### src/design/tfr_pkg.sv
// Shared types and constants for the texel format converter.
package tfr_pkg;

    localparam int MAX_DIM    = 1024;
    localparam int MIN_DIM    = 8;
    localparam int DIM_W      = 11;
    localparam int POS_W      = $clog2(MAX_DIM);
    localparam int IDX_W      = 20;
    localparam int PAD_STEPS  = $clog2(MAX_DIM) - $clog2(MIN_DIM);
    localparam int QDEPTH     = 4;
    localparam int QPTR_W     = $clog2(QDEPTH);
    localparam int QCNT_W     = $clog2(QDEPTH + 1);
    localparam int PAL_DEPTH  = 256;
    localparam int PAL_AW     = $clog2(PAL_DEPTH);
    localparam int CFG_AW     = 2;

    typedef enum logic [1:0] {
        FMT_RGBA32 = 2'd0,
        FMT_RGBA16 = 2'd1,
        FMT_CI8    = 2'd2,
        FMT_IA8    = 2'd3
    } fmt_t;

    typedef enum logic {
        FUNC_PAL_WRITE = 1'b0,
        FUNC_TEXEL     = 1'b1
    } func_t;

    typedef enum logic [CFG_AW-1:0] {
        CFG_FORMAT = 2'd0,
        CFG_WIDTH  = 2'd1,
        CFG_HEIGHT = 2'd2
    } cfg_idx_t;

    // One queued operation; palette writes carry {colour, index} in data
    typedef struct packed {
        func_t             func;
        logic              status;
        logic              last;
        logic [IDX_W-1:0]  pixel_index;
        fmt_t              fmt;
        logic [31:0]       data;
    } entry_t;

endpackage

### src/design/texel_format_to_rgba8_top.sv
// Top level of the texel format to RGBA8 converter.
// A texel passes the queue, the palette read stage and the output register to m_valid.
// Throughput: one item per cycle unless m_ready stalls; four-entry queue, two back-end stages.
// Palette writes go through the queue to the back-end store; no transfer on the result side.
// Reset (aresetn, synchronous, active low) empties queue and pipeline, zeroes the raster
// position and sets format rgba32, size 1 x 1; palette contents are not cleared.
module texel_format_to_rgba8_top (
    input  logic                         aclk,
    input  logic                         aresetn,
    input  logic                         cfg_we,
    input  logic [tfr_pkg::CFG_AW-1:0]   cfg_addr,
    input  logic [tfr_pkg::DIM_W-1:0]    cfg_wdata,
    input  logic                         s_valid,
    output logic                         s_ready,
    input  logic                         s_func,
    input  logic [7:0]                   s_palette_index,
    input  logic [15:0]                  s_palette_color,
    input  logic [31:0]                  s_texel_data,
    output logic                         m_valid,
    input  logic                         m_ready,
    output logic [tfr_pkg::IDX_W-1:0]    m_pixel_index,
    output logic [7:0]                   m_red,
    output logic [7:0]                   m_green,
    output logic [7:0]                   m_blue,
    output logic [7:0]                   m_alpha,
    output logic                         m_last_texel,
    output logic                         m_status
);

    logic             push;
    logic             push_ready;
    tfr_pkg::entry_t  push_entry;
    logic             pop_valid;
    logic             pop_ready;
    tfr_pkg::entry_t  pop_entry;

    tfr_front u_front (
        .aclk            (aclk),
        .aresetn         (aresetn),
        .cfg_we          (cfg_we),
        .cfg_addr        (cfg_addr),
        .cfg_wdata       (cfg_wdata),
        .s_valid         (s_valid),
        .s_ready         (s_ready),
        .s_func          (s_func),
        .s_palette_index (s_palette_index),
        .s_palette_color (s_palette_color),
        .s_texel_data    (s_texel_data),
        .q_push          (push),
        .q_entry         (push_entry),
        .q_ready         (push_ready)
    );

    tfr_queue u_queue (
        .aclk       (aclk),
        .aresetn    (aresetn),
        .push       (push),
        .push_entry (push_entry),
        .push_ready (push_ready),
        .pop_valid  (pop_valid),
        .pop_entry  (pop_entry),
        .pop_ready  (pop_ready)
    );

    tfr_back u_back (
        .aclk          (aclk),
        .aresetn       (aresetn),
        .q_valid       (pop_valid),
        .q_entry       (pop_entry),
        .q_ready       (pop_ready),
        .m_valid       (m_valid),
        .m_ready       (m_ready),
        .m_pixel_index (m_pixel_index),
        .m_red         (m_red),
        .m_green       (m_green),
        .m_blue        (m_blue),
        .m_alpha       (m_alpha),
        .m_last_texel  (m_last_texel),
        .m_status      (m_status)
    );

endmodule

### src/design/tfr_front.sv
// Front end: config registers, raster position tracking and item classification.
module tfr_front (
    input  logic                         aclk,
    input  logic                         aresetn,
    input  logic                         cfg_we,
    input  logic [tfr_pkg::CFG_AW-1:0]   cfg_addr,
    input  logic [tfr_pkg::DIM_W-1:0]    cfg_wdata,
    input  logic                         s_valid,
    output logic                         s_ready,
    input  logic                         s_func,
    input  logic [7:0]                   s_palette_index,
    input  logic [15:0]                  s_palette_color,
    input  logic [31:0]                  s_texel_data,
    output logic                         q_push,
    output tfr_pkg::entry_t              q_entry,
    input  logic                         q_ready
);

    function automatic logic [tfr_pkg::DIM_W-1:0] pad_of(input logic [tfr_pkg::DIM_W-1:0] w);
        logic [tfr_pkg::DIM_W-1:0] p;
        p = tfr_pkg::DIM_W'(tfr_pkg::MIN_DIM);
        for (int i = 0; i < tfr_pkg::PAD_STEPS; i++) begin
            if (p < w) begin
                p = p << 1;
            end
        end
        return p;
    endfunction

    tfr_pkg::fmt_t                fmt_reg, fmt_next;
    logic [tfr_pkg::DIM_W-1:0]    width_reg, width_next;
    logic [tfr_pkg::DIM_W-1:0]    height_reg, height_next;
    logic [tfr_pkg::DIM_W-1:0]    pad_reg, pad_next;
    logic [tfr_pkg::POS_W-1:0]    col_reg, col_next;
    logic [tfr_pkg::POS_W-1:0]    row_reg, row_next;
    logic [tfr_pkg::IDX_W-1:0]    base_reg, base_next;

    logic accept;
    logic is_texel;
    logic size_err;
    logic col_last;
    logic row_last;

    assign s_ready  = q_ready;
    assign accept   = s_valid && s_ready;
    assign is_texel = (tfr_pkg::func_t'(s_func) == tfr_pkg::FUNC_TEXEL);
    assign size_err = (width_reg == '0) || (width_reg > tfr_pkg::DIM_W'(tfr_pkg::MAX_DIM))
                   || (height_reg == '0) || (height_reg > tfr_pkg::DIM_W'(tfr_pkg::MAX_DIM));
    assign col_last = ({1'b0, col_reg} + tfr_pkg::DIM_W'(1)) >= width_reg;
    assign row_last = ({1'b0, row_reg} + tfr_pkg::DIM_W'(1)) >= height_reg;

    always_comb begin
        fmt_next    = fmt_reg;
        width_next  = width_reg;
        height_next = height_reg;
        pad_next    = pad_reg;
        col_next    = col_reg;
        row_next    = row_reg;
        base_next   = base_reg;
        if (cfg_we) begin
            case (cfg_addr)
                tfr_pkg::CFG_FORMAT: begin
                    fmt_next = tfr_pkg::fmt_t'(cfg_wdata[1:0]);
                end
                tfr_pkg::CFG_WIDTH: begin
                    width_next = cfg_wdata;
                    pad_next   = pad_of(cfg_wdata);
                end
                tfr_pkg::CFG_HEIGHT: begin
                    height_next = cfg_wdata;
                end
                default: begin
                end
            endcase
            // any known register restarts the image
            if (cfg_addr == tfr_pkg::CFG_FORMAT || cfg_addr == tfr_pkg::CFG_WIDTH
                || cfg_addr == tfr_pkg::CFG_HEIGHT) begin
                col_next  = '0;
                row_next  = '0;
                base_next = '0;
            end
        end else if (accept && is_texel && !size_err) begin
            if (col_last) begin
                col_next = '0;
                if (row_last) begin
                    row_next  = '0;
                    base_next = '0;
                end else begin
                    row_next  = row_reg + tfr_pkg::POS_W'(1);
                    base_next = base_reg + tfr_pkg::IDX_W'(pad_reg);
                end
            end else begin
                col_next = col_reg + tfr_pkg::POS_W'(1);
            end
        end
    end

    always_ff @(posedge aclk) begin
        if (!aresetn) begin
            fmt_reg    <= tfr_pkg::FMT_RGBA32;
            width_reg  <= tfr_pkg::DIM_W'(1);
            height_reg <= tfr_pkg::DIM_W'(1);
            pad_reg    <= tfr_pkg::DIM_W'(tfr_pkg::MIN_DIM);
            col_reg    <= '0;
            row_reg    <= '0;
            base_reg   <= '0;
        end else begin
            fmt_reg    <= fmt_next;
            width_reg  <= width_next;
            height_reg <= height_next;
            pad_reg    <= pad_next;
            col_reg    <= col_next;
            row_reg    <= row_next;
            base_reg   <= base_next;
        end
    end

    always_comb begin
        q_entry.func        = tfr_pkg::func_t'(s_func);
        q_entry.fmt         = fmt_reg;
        q_entry.status      = 1'b0;
        q_entry.last        = 1'b0;
        q_entry.pixel_index = '0;
        q_entry.data        = s_texel_data;
        if (!is_texel) begin
            q_entry.data = {8'd0, s_palette_color, s_palette_index};
        end else if (size_err) begin
            q_entry.status = 1'b1;
        end else begin
            q_entry.pixel_index = base_reg + tfr_pkg::IDX_W'(col_reg);
            q_entry.last        = col_last && row_last;
        end
    end

    assign q_push = accept;

endmodule

### src/design/tfr_queue.sv
// Short FIFO decoupling the front end from the conversion back end.
module tfr_queue (
    input  logic             aclk,
    input  logic             aresetn,
    input  logic             push,
    input  tfr_pkg::entry_t  push_entry,
    output logic             push_ready,
    output logic             pop_valid,
    output tfr_pkg::entry_t  pop_entry,
    input  logic             pop_ready
);

    tfr_pkg::entry_t              slot_reg [tfr_pkg::QDEPTH];
    logic [tfr_pkg::QPTR_W-1:0]   wr_ptr_reg, wr_ptr_next;
    logic [tfr_pkg::QPTR_W-1:0]   rd_ptr_reg, rd_ptr_next;
    logic [tfr_pkg::QCNT_W-1:0]   cnt_reg, cnt_next;
    logic                         pop;

    assign push_ready = (cnt_reg != tfr_pkg::QCNT_W'(tfr_pkg::QDEPTH));
    assign pop_valid  = (cnt_reg != '0);
    assign pop_entry  = slot_reg[rd_ptr_reg];
    assign pop        = pop_valid && pop_ready;

    always_comb begin
        wr_ptr_next = push ? wr_ptr_reg + tfr_pkg::QPTR_W'(1) : wr_ptr_reg;
        rd_ptr_next = pop ? rd_ptr_reg + tfr_pkg::QPTR_W'(1) : rd_ptr_reg;
        cnt_next    = cnt_reg;
        if (push && !pop) begin
            cnt_next = cnt_reg + tfr_pkg::QCNT_W'(1);
        end else if (pop && !push) begin
            cnt_next = cnt_reg - tfr_pkg::QCNT_W'(1);
        end
    end

    always_ff @(posedge aclk) begin
        if (!aresetn) begin
            wr_ptr_reg <= '0;
            rd_ptr_reg <= '0;
            cnt_reg    <= '0;
        end else begin
            wr_ptr_reg <= wr_ptr_next;
            rd_ptr_reg <= rd_ptr_next;
            cnt_reg    <= cnt_next;
        end
    end

    always_ff @(posedge aclk) begin
        if (push) begin
            slot_reg[wr_ptr_reg] <= push_entry;
        end
    end

endmodule

### src/design/tfr_back.sv
// Back end: palette store, palette read stage and colour expansion into the output register.
module tfr_back (
    input  logic                        aclk,
    input  logic                        aresetn,
    input  logic                        q_valid,
    input  tfr_pkg::entry_t             q_entry,
    output logic                        q_ready,
    output logic                        m_valid,
    input  logic                        m_ready,
    output logic [tfr_pkg::IDX_W-1:0]   m_pixel_index,
    output logic [7:0]                  m_red,
    output logic [7:0]                  m_green,
    output logic [7:0]                  m_blue,
    output logic [7:0]                  m_alpha,
    output logic                        m_last_texel,
    output logic                        m_status
);

    function automatic logic [7:0] widen5(input logic [4:0] f);
        return {f, f[4:2]};
    endfunction

    logic [15:0]          pal_mem [tfr_pkg::PAL_DEPTH];
    logic [15:0]          pal_rd_reg;
    logic                 b_valid_reg, b_valid_next;
    tfr_pkg::entry_t      b_entry_reg;
    logic                 m_valid_reg, m_valid_next;
    logic [tfr_pkg::IDX_W-1:0] idx_reg;
    logic [7:0]           red_reg, green_reg, blue_reg, alpha_reg;
    logic                 last_reg, status_reg;

    logic                 c_ready;
    logic                 b_ready;
    logic                 pop;
    logic                 pal_wr;
    logic [15:0]          c16;
    logic [7:0]           red_c, green_c, blue_c, alpha_c;

    assign c_ready = !m_valid_reg || m_ready;
    assign b_ready = !b_valid_reg || c_ready;
    assign q_ready = b_ready;
    assign pop     = q_valid && b_ready;
    assign pal_wr  = pop && (q_entry.func == tfr_pkg::FUNC_PAL_WRITE);

    // palette writes end here; only texels move on to the read stage
    assign b_valid_next = b_ready ? (q_valid && q_entry.func == tfr_pkg::FUNC_TEXEL)
                                  : b_valid_reg;
    assign m_valid_next = c_ready ? b_valid_reg : m_valid_reg;

    always_ff @(posedge aclk) begin
        if (pal_wr) begin
            pal_mem[q_entry.data[tfr_pkg::PAL_AW-1:0]] <= q_entry.data[tfr_pkg::PAL_AW +: 16];
        end
    end

    always_ff @(posedge aclk) begin
        if (pop) begin
            pal_rd_reg  <= pal_mem[q_entry.data[tfr_pkg::PAL_AW-1:0]];
            b_entry_reg <= q_entry;
        end
    end

    always_comb begin
        c16 = (b_entry_reg.fmt == tfr_pkg::FMT_CI8) ? pal_rd_reg : b_entry_reg.data[15:0];
        case (b_entry_reg.fmt)
            tfr_pkg::FMT_RGBA32: begin
                red_c   = b_entry_reg.data[31:24];
                green_c = b_entry_reg.data[23:16];
                blue_c  = b_entry_reg.data[15:8];
                alpha_c = b_entry_reg.data[7:0];
            end
            tfr_pkg::FMT_RGBA16, tfr_pkg::FMT_CI8: begin
                red_c   = widen5(c16[15:11]);
                green_c = widen5(c16[10:6]);
                blue_c  = widen5(c16[5:1]);
                alpha_c = c16[0] ? 8'hFF : 8'h00;
            end
            default: begin
                // nibble times 17 is the nibble repeated
                red_c   = {b_entry_reg.data[7:4], b_entry_reg.data[7:4]};
                green_c = red_c;
                blue_c  = red_c;
                alpha_c = {b_entry_reg.data[3:0], b_entry_reg.data[3:0]};
            end
        endcase
        if (b_entry_reg.status) begin
            red_c   = '0;
            green_c = '0;
            blue_c  = '0;
            alpha_c = '0;
        end
    end

    always_ff @(posedge aclk) begin
        if (c_ready && b_valid_reg) begin
            idx_reg    <= b_entry_reg.pixel_index;
            red_reg    <= red_c;
            green_reg  <= green_c;
            blue_reg   <= blue_c;
            alpha_reg  <= alpha_c;
            last_reg   <= b_entry_reg.last;
            status_reg <= b_entry_reg.status;
        end
    end

    always_ff @(posedge aclk) begin
        if (!aresetn) begin
            b_valid_reg <= 1'b0;
            m_valid_reg <= 1'b0;
        end else begin
            b_valid_reg <= b_valid_next;
            m_valid_reg <= m_valid_next;
        end
    end

    assign m_valid       = m_valid_reg;
    assign m_pixel_index = idx_reg;
    assign m_red         = red_reg;
    assign m_green       = green_reg;
    assign m_blue        = blue_reg;
    assign m_alpha       = alpha_reg;
    assign m_last_texel  = last_reg;
    assign m_status      = status_reg;

endmodule

### config.mk
export PLATFORM = sky130hd
export DESIGN_NAME = texel_format_to_rgba8_top
export DESIGN_NICKNAME = d
export VERILOG_FILES = /design/src/design/tfr_pkg.sv /design/src/design/texel_format_to_rgba8_top.sv /design/src/design/tfr_front.sv /design/src/design/tfr_queue.sv /design/src/design/tfr_back.sv
export SDC_FILE = /design/constraint.sdc
export NUM_CORES = 2
export LEC_CHECK = 0
export BUFFER_PORTS_ARGS = -buffer_cell sky130_fd_sc_hd__buf_2
export CAP_MARGIN = 0
export CORE_ASPECT_RATIO = 1.5
export CORE_MARGIN = 5
export CORE_UTILIZATION = 30
export CTS_CLUSTER_SIZE = 12
export DETAILED_ROUTE_END_ITERATION = 8
export PLACE_DENSITY = 0.45
export SLEW_MARGIN = 30
export SYNTH_ARGS = -nofsm -noshare
export SYNTH_HDL_FRONTEND = slang
export SYNTH_MEMORY_MAX_BITS = 65536
export SYNTH_SLANG_ARGS = --single-unit
### constraint.sdc
create_clock -name aclk -period 10.4 [get_ports aclk]
set_clock_uncertainty 0.2 [all_clocks]
set_input_delay 1.56 -clock aclk [delete_from_list [all_inputs] [get_ports aclk]]
set_output_delay 1.56 -clock aclk [all_outputs]
set_load 0.03 [all_outputs]
=== Word level (Yosys, flattened, before mapping) ===
Memories as Yosys holds them, arrays and structs flattened. A register that Yosys moved wholly into a read port is not among the register bits.
Index checks and enable logic that the tools add are counted.

* Bits in registers: 194
* Bits in latches: 0
* Bits in writable memories: 4324
* Bits in read-only memories: 0
* Input bits: 75
* Output and inout bits: 56
* Word-level logic and storage cells: 140
* Memories kept: 2

{| class="wikitable"
|+ Memory list
! name !! words !! width !! read ports !! clocked after Yosys merged registers in !! wr ports !! RTL line !! source
|-
| u_back.pal_mem || 256 || 16 || 1 || 1 || 1 || tfr_back.sv:23 || <nowiki>logic [15:0] pal_mem [tfr_pkg::PAL_DEPTH];</nowiki>
|-
| u_queue.slot_reg || 4 || 57 || 1 || 1 || 1 || tfr_queue.sv:13 || <nowiki>tfr_pkg::entry_t slot_reg [tfr_pkg::QDEPTH];</nowiki>
|}

* $add $sub $neg: 10
* Multiply operators: 0
* Div/mod/pow operators: 0
* Magnitude comparators: 11
* Eq/ne operators: 6
* Shift operators: 0
* Mux-type cells: 50
* Bitwise gates (word level): 1
* Reduce and logical (&&, ||, !) cells: 36

{| class="wikitable"
|+ Operator list
! kind !! count
|-
| two-way mux 11 bit || 18
|-
| two-way mux 20 bit || 5
|-
| two-way mux 10 bit || 8
|-
| < comparator 11 bit || 6
|-
| one-hot mux 8 bit (2 select lines) || 4
|-
| two-way mux 32 bit || 1
|-
| adder 10 x 1 -> 11 bit (second input constant) || 2
|-
| greater-or-equal comparator 11 bit || 2
|-
| > comparator 11 bit (second input constant) || 2
|-
| zero test 11 bit || 2
|-
| two-way mux 22 bit || 1
|-
| two-way mux 21 bit || 1
|-
| adder 10 x 1 -> 10 bit (second input constant) || 2
|-
| adder 20 x 10 -> 20 bit || 1
|-
| adder 20 x 11 -> 20 bit || 1
|-
| two-way mux 16 bit || 1
|-
| < comparator 4 x 11 -> 1 bit (first input constant) || 1
|-
| logical AND 1 bit || 10
|-
| two-way mux 8 bit || 1
|-
| AND reduction 2 bit || 4
|-
| logical OR 1 bit || 7
|-
| two-way mux 3 bit || 2
|-
| nonzero test 2 bit || 3
|-
| zero test 1 bit || 5
|-
| 15 further kinds || 24
|}

=== Depth between registers and ports, before layout ===
* Depth in word-level cells: 26
* Gate-level depth with buffers: 45

=== Cells and area by module ===
A second synthesis with hierarchy kept.

* Cells, all modules: 8038
* Area total of the unflattened synthesis: 173880.5 µm²

{| class="wikitable"
|+ By module, submodules not included
! module !! times used !! cells an instance !! area each (µm²)
|-
| tfr_back || 1 || 6953 || 159397.9
|-
| tfr_queue || 1 || 341 || 8678.3
|-
| tfr_front || 1 || 744 || 5804.3
|}

=== Worst setup path before layout ===
Ideal clock, no wire load.

* Path type: input -> register
* Start point: in cfg_wdata[10] in the netlist's numbering
* End point: reg u_front.pad_reg[6] in the netlist's numbering
* Setup time: 106 ps
* Arrival time: 10690 ps
* Data required time: 10094 ps
* Path slack: -596 ps
* Cell stages on the path: 42
* Cell sequence: nor4_1 -> nand3_1 -> a211oi_1 -> ha_1 -> a21o_1 -> a21oi_1 -> nor2_1 -> ha_1 -> ha_1 -> nand2_1 -> or3_1 -> a211o_1 -> mux2i_1 -> inv_1 -> ha_1 -> nand4_1 -> nor3b_1 -> a21oi_1 -> (+6 left out) -> a41oi_1 -> o21ai_0 -> ha_1 -> a21oi_1 -> o21ai_0 -> a211o_1 -> a21oi_1 -> nand2_1 -> nand2_1 -> nor2_1 -> or3_1 -> ha_1 -> a21o_1 -> a21o_1 -> a21oi_1 -> a21oi_1 -> clkinv_1 -> o311ai_0

* Cells in the longest elaborated chain, start to end: 26

{| class="wikitable"
|+ Ends and longest elaborated chain
! item !! RTL line !! source
|-
| from (decl) || texel_format_to_rgba8_top.sv:12 || <nowiki>input logic [tfr_pkg::DIM_W-1:0] cfg_wdata,</nowiki>
|-
| < comparator 4 x 11 -> 1 bit || tfr_front.sv:23 || <nowiki>if (p < w) begin</nowiki>
|-
| two-way mux 5 bit || tfr_front.sv:23 ||
|-
| two-way mux 11 bit || tfr_front.sv:61 || <nowiki>case (cfg_addr)</nowiki>
|-
| two-way mux 11 bit || tfr_front.sv:60 || <nowiki>if (cfg_we) begin</nowiki>
|-
| < comparator 11 bit || tfr_front.sv:23 ||
|-
| two-way mux 11 bit || tfr_front.sv:23 ||
|-
| two-way mux 11 bit || tfr_front.sv:61 ||
|-
| two-way mux 11 bit || tfr_front.sv:60 ||
|-
| (+10 left out) || -- ||
|-
| two-way mux 11 bit || tfr_front.sv:61 ||
|-
| two-way mux 11 bit || tfr_front.sv:60 ||
|-
| < comparator 11 bit || tfr_front.sv:23 ||
|-
| two-way mux 11 bit || tfr_front.sv:23 ||
|-
| two-way mux 11 bit || tfr_front.sv:61 ||
|-
| two-way mux 11 bit || tfr_front.sv:60 ||
|-
| < comparator 11 bit || tfr_front.sv:23 ||
|-
| two-way mux 11 bit (*) || tfr_front.sv:23 ||
|-
| to (signal assigned) || tfr_front.sv:103 || <nowiki>pad_reg <= tfr_pkg::DIM_W'(tfr_pkg::MIN_DIM);</nowiki>
|-
| to (signal assigned) || tfr_front.sv:111 || <nowiki>pad_reg <= pad_next;</nowiki>
|-
| to (decl) || tfr_front.sv:33 || <nowiki>logic [tfr_pkg::DIM_W-1:0] pad_reg, pad_next;</nowiki>
|}

Every way passes the cells marked *; elsewhere a longest branch is shown, timed or not. The select of a mux whose other input is x is not followed.
A chain may end at the register's enable or synchronous reset.

=== Worst setup path after layout ===
Ends and elaborated chain as after synthesis.

==> metrics.cfg <==
[sta]
final-max-slew-violation-count = 0
setup_viol = 0
maxClockFrequency_mhz = 102.0
finalCritPeriodShare_pct = 94.30
hold_viol_final = 0
tightest_slew_ns = 1.148
hold_slack_ns = 0.2185
min_period_ns = 9.807
slew_headroom_pct = 22.68

[worst_setup_path]
path_common_cell = ha_1
cp-start-kind = input pin
path_class = input pin to flip-flop
path_max_fanout = 8
cp.required_ns = 11.03
cp.arrival_ns = 10.43
crit_path_start = cfg_wdata[10]
critPathSlowestCell = a211o_1
slowest_delay_ns = 0.39
crit_path_end_kind = flip-flop

[floorplanning]
initial_core_util_pct = 30.06
pin_count = 131
die_area_mm2 = 0.6044
die_w_um = 636.5
core_area_mm2 = 0.5875
core.rowCount = 345
die_h_um = 949.7

[routing]
vias = 98251
wl_mm = 653.0
ant_nets = 0
drtPass1Iterations = 5
wl_per_cell_um = 35.26
drc = 0
via_per_inst = 5.306
drt_iter0_drc = 10684

[cts]
cts_hold_buf = 0
cts.clk_slew.worst_paths_ns = 0.06
cts_tree = built
cts_max_path_buffers = 4
clk_latency_ns = 1.02
numCtsBuffers = 436
root_buffer = clkbuf_16
cts_sinks = 4530
htreeDepth = 5

[layout]
syn_to_final_growth_pct = 14.77
drive_gt1_share_pct = 21.59
final_core_util_pct = 34.50
final_nets = 10581
fill_cells = 55357
instances_no_fill = 18517
largest_reg_flops = 4096

[run]
max_cap_viol_count = 0

[global_route]
grt_pass1_vias = 97911
grt_max_degree = 153
grt_overflow = 0
grt_pass1_wl_mm = 876.2
grt.total_usage_pct = 21.01
antenna_found_initial = 63

[synthesis]
ys_ff_latch = 4530
synth_nets = 10017
async_reset_ff_share_pct = 0
yosys_most_used_dff = edfxtp_1
ys_seq_area_share_pct = 76.57
syn_avg_cell_area_um2 = 17.90
netlist_area_mm2 = 0.1766
synth_warnings = 0
synth_edf_count = 4450
ys_types = 81
syn_inst = 9865

[min_path]
min_path_type = flip-flop to flip-flop
hp-start = u_back.b_entry_reg[51]

[placed_design]
dp_hpwl_mm = 422.4
port_buffers = 130
gp_congestion = 0.8713
dp.cells = 17788

[pwr]
finalPower_mw = 56.74
power_density_mw_per_mm2 = 279.9
p_leak_nw = 63.44
ir_drop_mv = 0.2500

[status]
status = complete, no violations

[per-stage QoR]
stage	setup TNS (ns)	setup slack (ns)	area [um2]
2_1_floorplan	0	0.03281	176600
3_3_place_gp	-9.512	-1.266	189500
3_5_place_dp	-6.742	-0.9249	190300
4_1_cts	0	0.06550	202200
5_1_grt	-0.002061	-0.002061	202600
6_report	0	0.5931	202700
[power breakdown]
group	leakage (nW)	total (mW)	switching (mW)	internal, mW
Combinational	16.8	18.9	14.0	4.92
Sequential	40.8	23.5	0.308	23.1
Clock	5.80	14.4	6.73	7.66
Total	63.4	56.7	21.0	35.7
[Yosys cell counts (29+ instances only)]
library cell | n | area (um2)
o2111ai_1 | 44 | 385.4
edfxtp_1 | 4450 | 133600
inv_1 | 68 | 255.2
nor2_1 | 420 | 1577
mux2i_1 | 183 | 1832
a21oi_1 | 152 | 760.7
clkbuf_1 | 215 | 807.0
buf_2 | 173 | 865.8
a31oi_1 | 113 | 706.9
mux4_2 | 735 | 16550
nand3_1 | 459 | 2297
nor4_1 | 33 | 206.5
dfxtp_1 | 80 | 1602
buf_4 | 97 | 728.2
o21ai_0 | 105 | 525.5
mux2_2 | 34 | 382.9
o22ai_1 | 34 | 212.7
nand4_1 | 178 | 1114
buf_1 | 52 | 195.2
a22oi_1 | 122 | 915.9
a21boi_0 | 29 | 217.7
nor2b_1 | 33 | 206.5
a32oi_1 | 97 | 849.6
and3_1 | 51 | 319.1
ha_1 | 75 | 938.4
nand2_1 | 1461 | 5484
[critical path, delay by kind of cell]
kind / cells / cell delay, ns
buffers and inverters: 5 / 0.53
AOI/OAI and AO/OA: 18 / 3.72
and+or+nand+nor: 13 / 2.25
adders and majority gates: 7 / 2.11
muxes: 1 / 0.24
[final cells by class]
cell class / instances / area (um2) / area share (%)
Antenna cell: 111 / 277.8 / 0.1370
Clock buffer: 545 / 11440 / 5.642
Clock inverter: 63 / 467.9 / 0.2309
Inverter: 71 / 302.8 / 0.1494
Multi-Input combinational cell: 4700 / 39800 / 19.64
Sequential cell: 4530 / 135200 / 66.72
Tap cell: 7807 / 9768 / 4.819
Timing Repair Buffer: 690 / 5399 / 2.664
[per-layer routing]
metal	routed length (um)	up-vias	share of wire [%]	global-route usage (%)
met5	97	-	0.015	0
met3	36230	993	5.5	2.721
met2	325400	3922	50	35.92
met1	240500	53083	37	24.87
met4	50840	14	7.8	13.88
li1	-	40239	-	-
[kinds of logic after synthesis]
kind of cell             count (synthesis)  share of synthesized area (%)
flip-flops                            4530                          76.57
AND/OR/NAND/NOR                       2757                          6.820
multiplexers                           955                          10.65
AO/OA/AOI/OAI                          860                          3.350
buffers and inverters                  635                          1.800
adder cells (fa/ha/maj)                 77                         0.5540
XOR/XNOR                                51                         0.2529
[layout by cell type (no fill, tap or decap), drive strengths merged, types with 30 or more instances in the layout]
cell     synthesis  layout
nand2         1462    1462
a221oi          30      30
a21boi          30      30
a31oi          113     113
inv             70      82
and3            51      51
clkinv           1      50
a21oi          152     152
mux4           735     735
nor4            33      33
o21ai          110     110
a32oi           97      97
a22oi          122     122
nand4          178     178
nor2b           34      34
o22ai           34      34
dfxtp           80      80
mux2i          183     183
ha              75      75
nor2           423     423
nand3          459     459
buf            349     690
edfxtp        4450    4450
diode            0     111
o2111ai         44      44
clkbuf         215     545
mux2            37      37
[worst paths after layout]
check                                  end  slack [ns]  cells past startpoint
setup reg to reg      u_back.pal_rd_reg[1]        3.30                     10
setup / recovery        u_front.pad_reg[6]        0.59                     44
hold / removal    u_back.m_pixel_index[17]        0.22                      0
hold reg to reg   u_back.m_pixel_index[17]        0.22                      0
[timing repair]
action	4_1_cts	5_1_grt
buffers inserted	0	4
endpoints found under the hold margin	0	0
endpoints found under the setup margin	0	8
resized for setup	0	8
No activity file was read; power rests on OpenSTA's default activity.
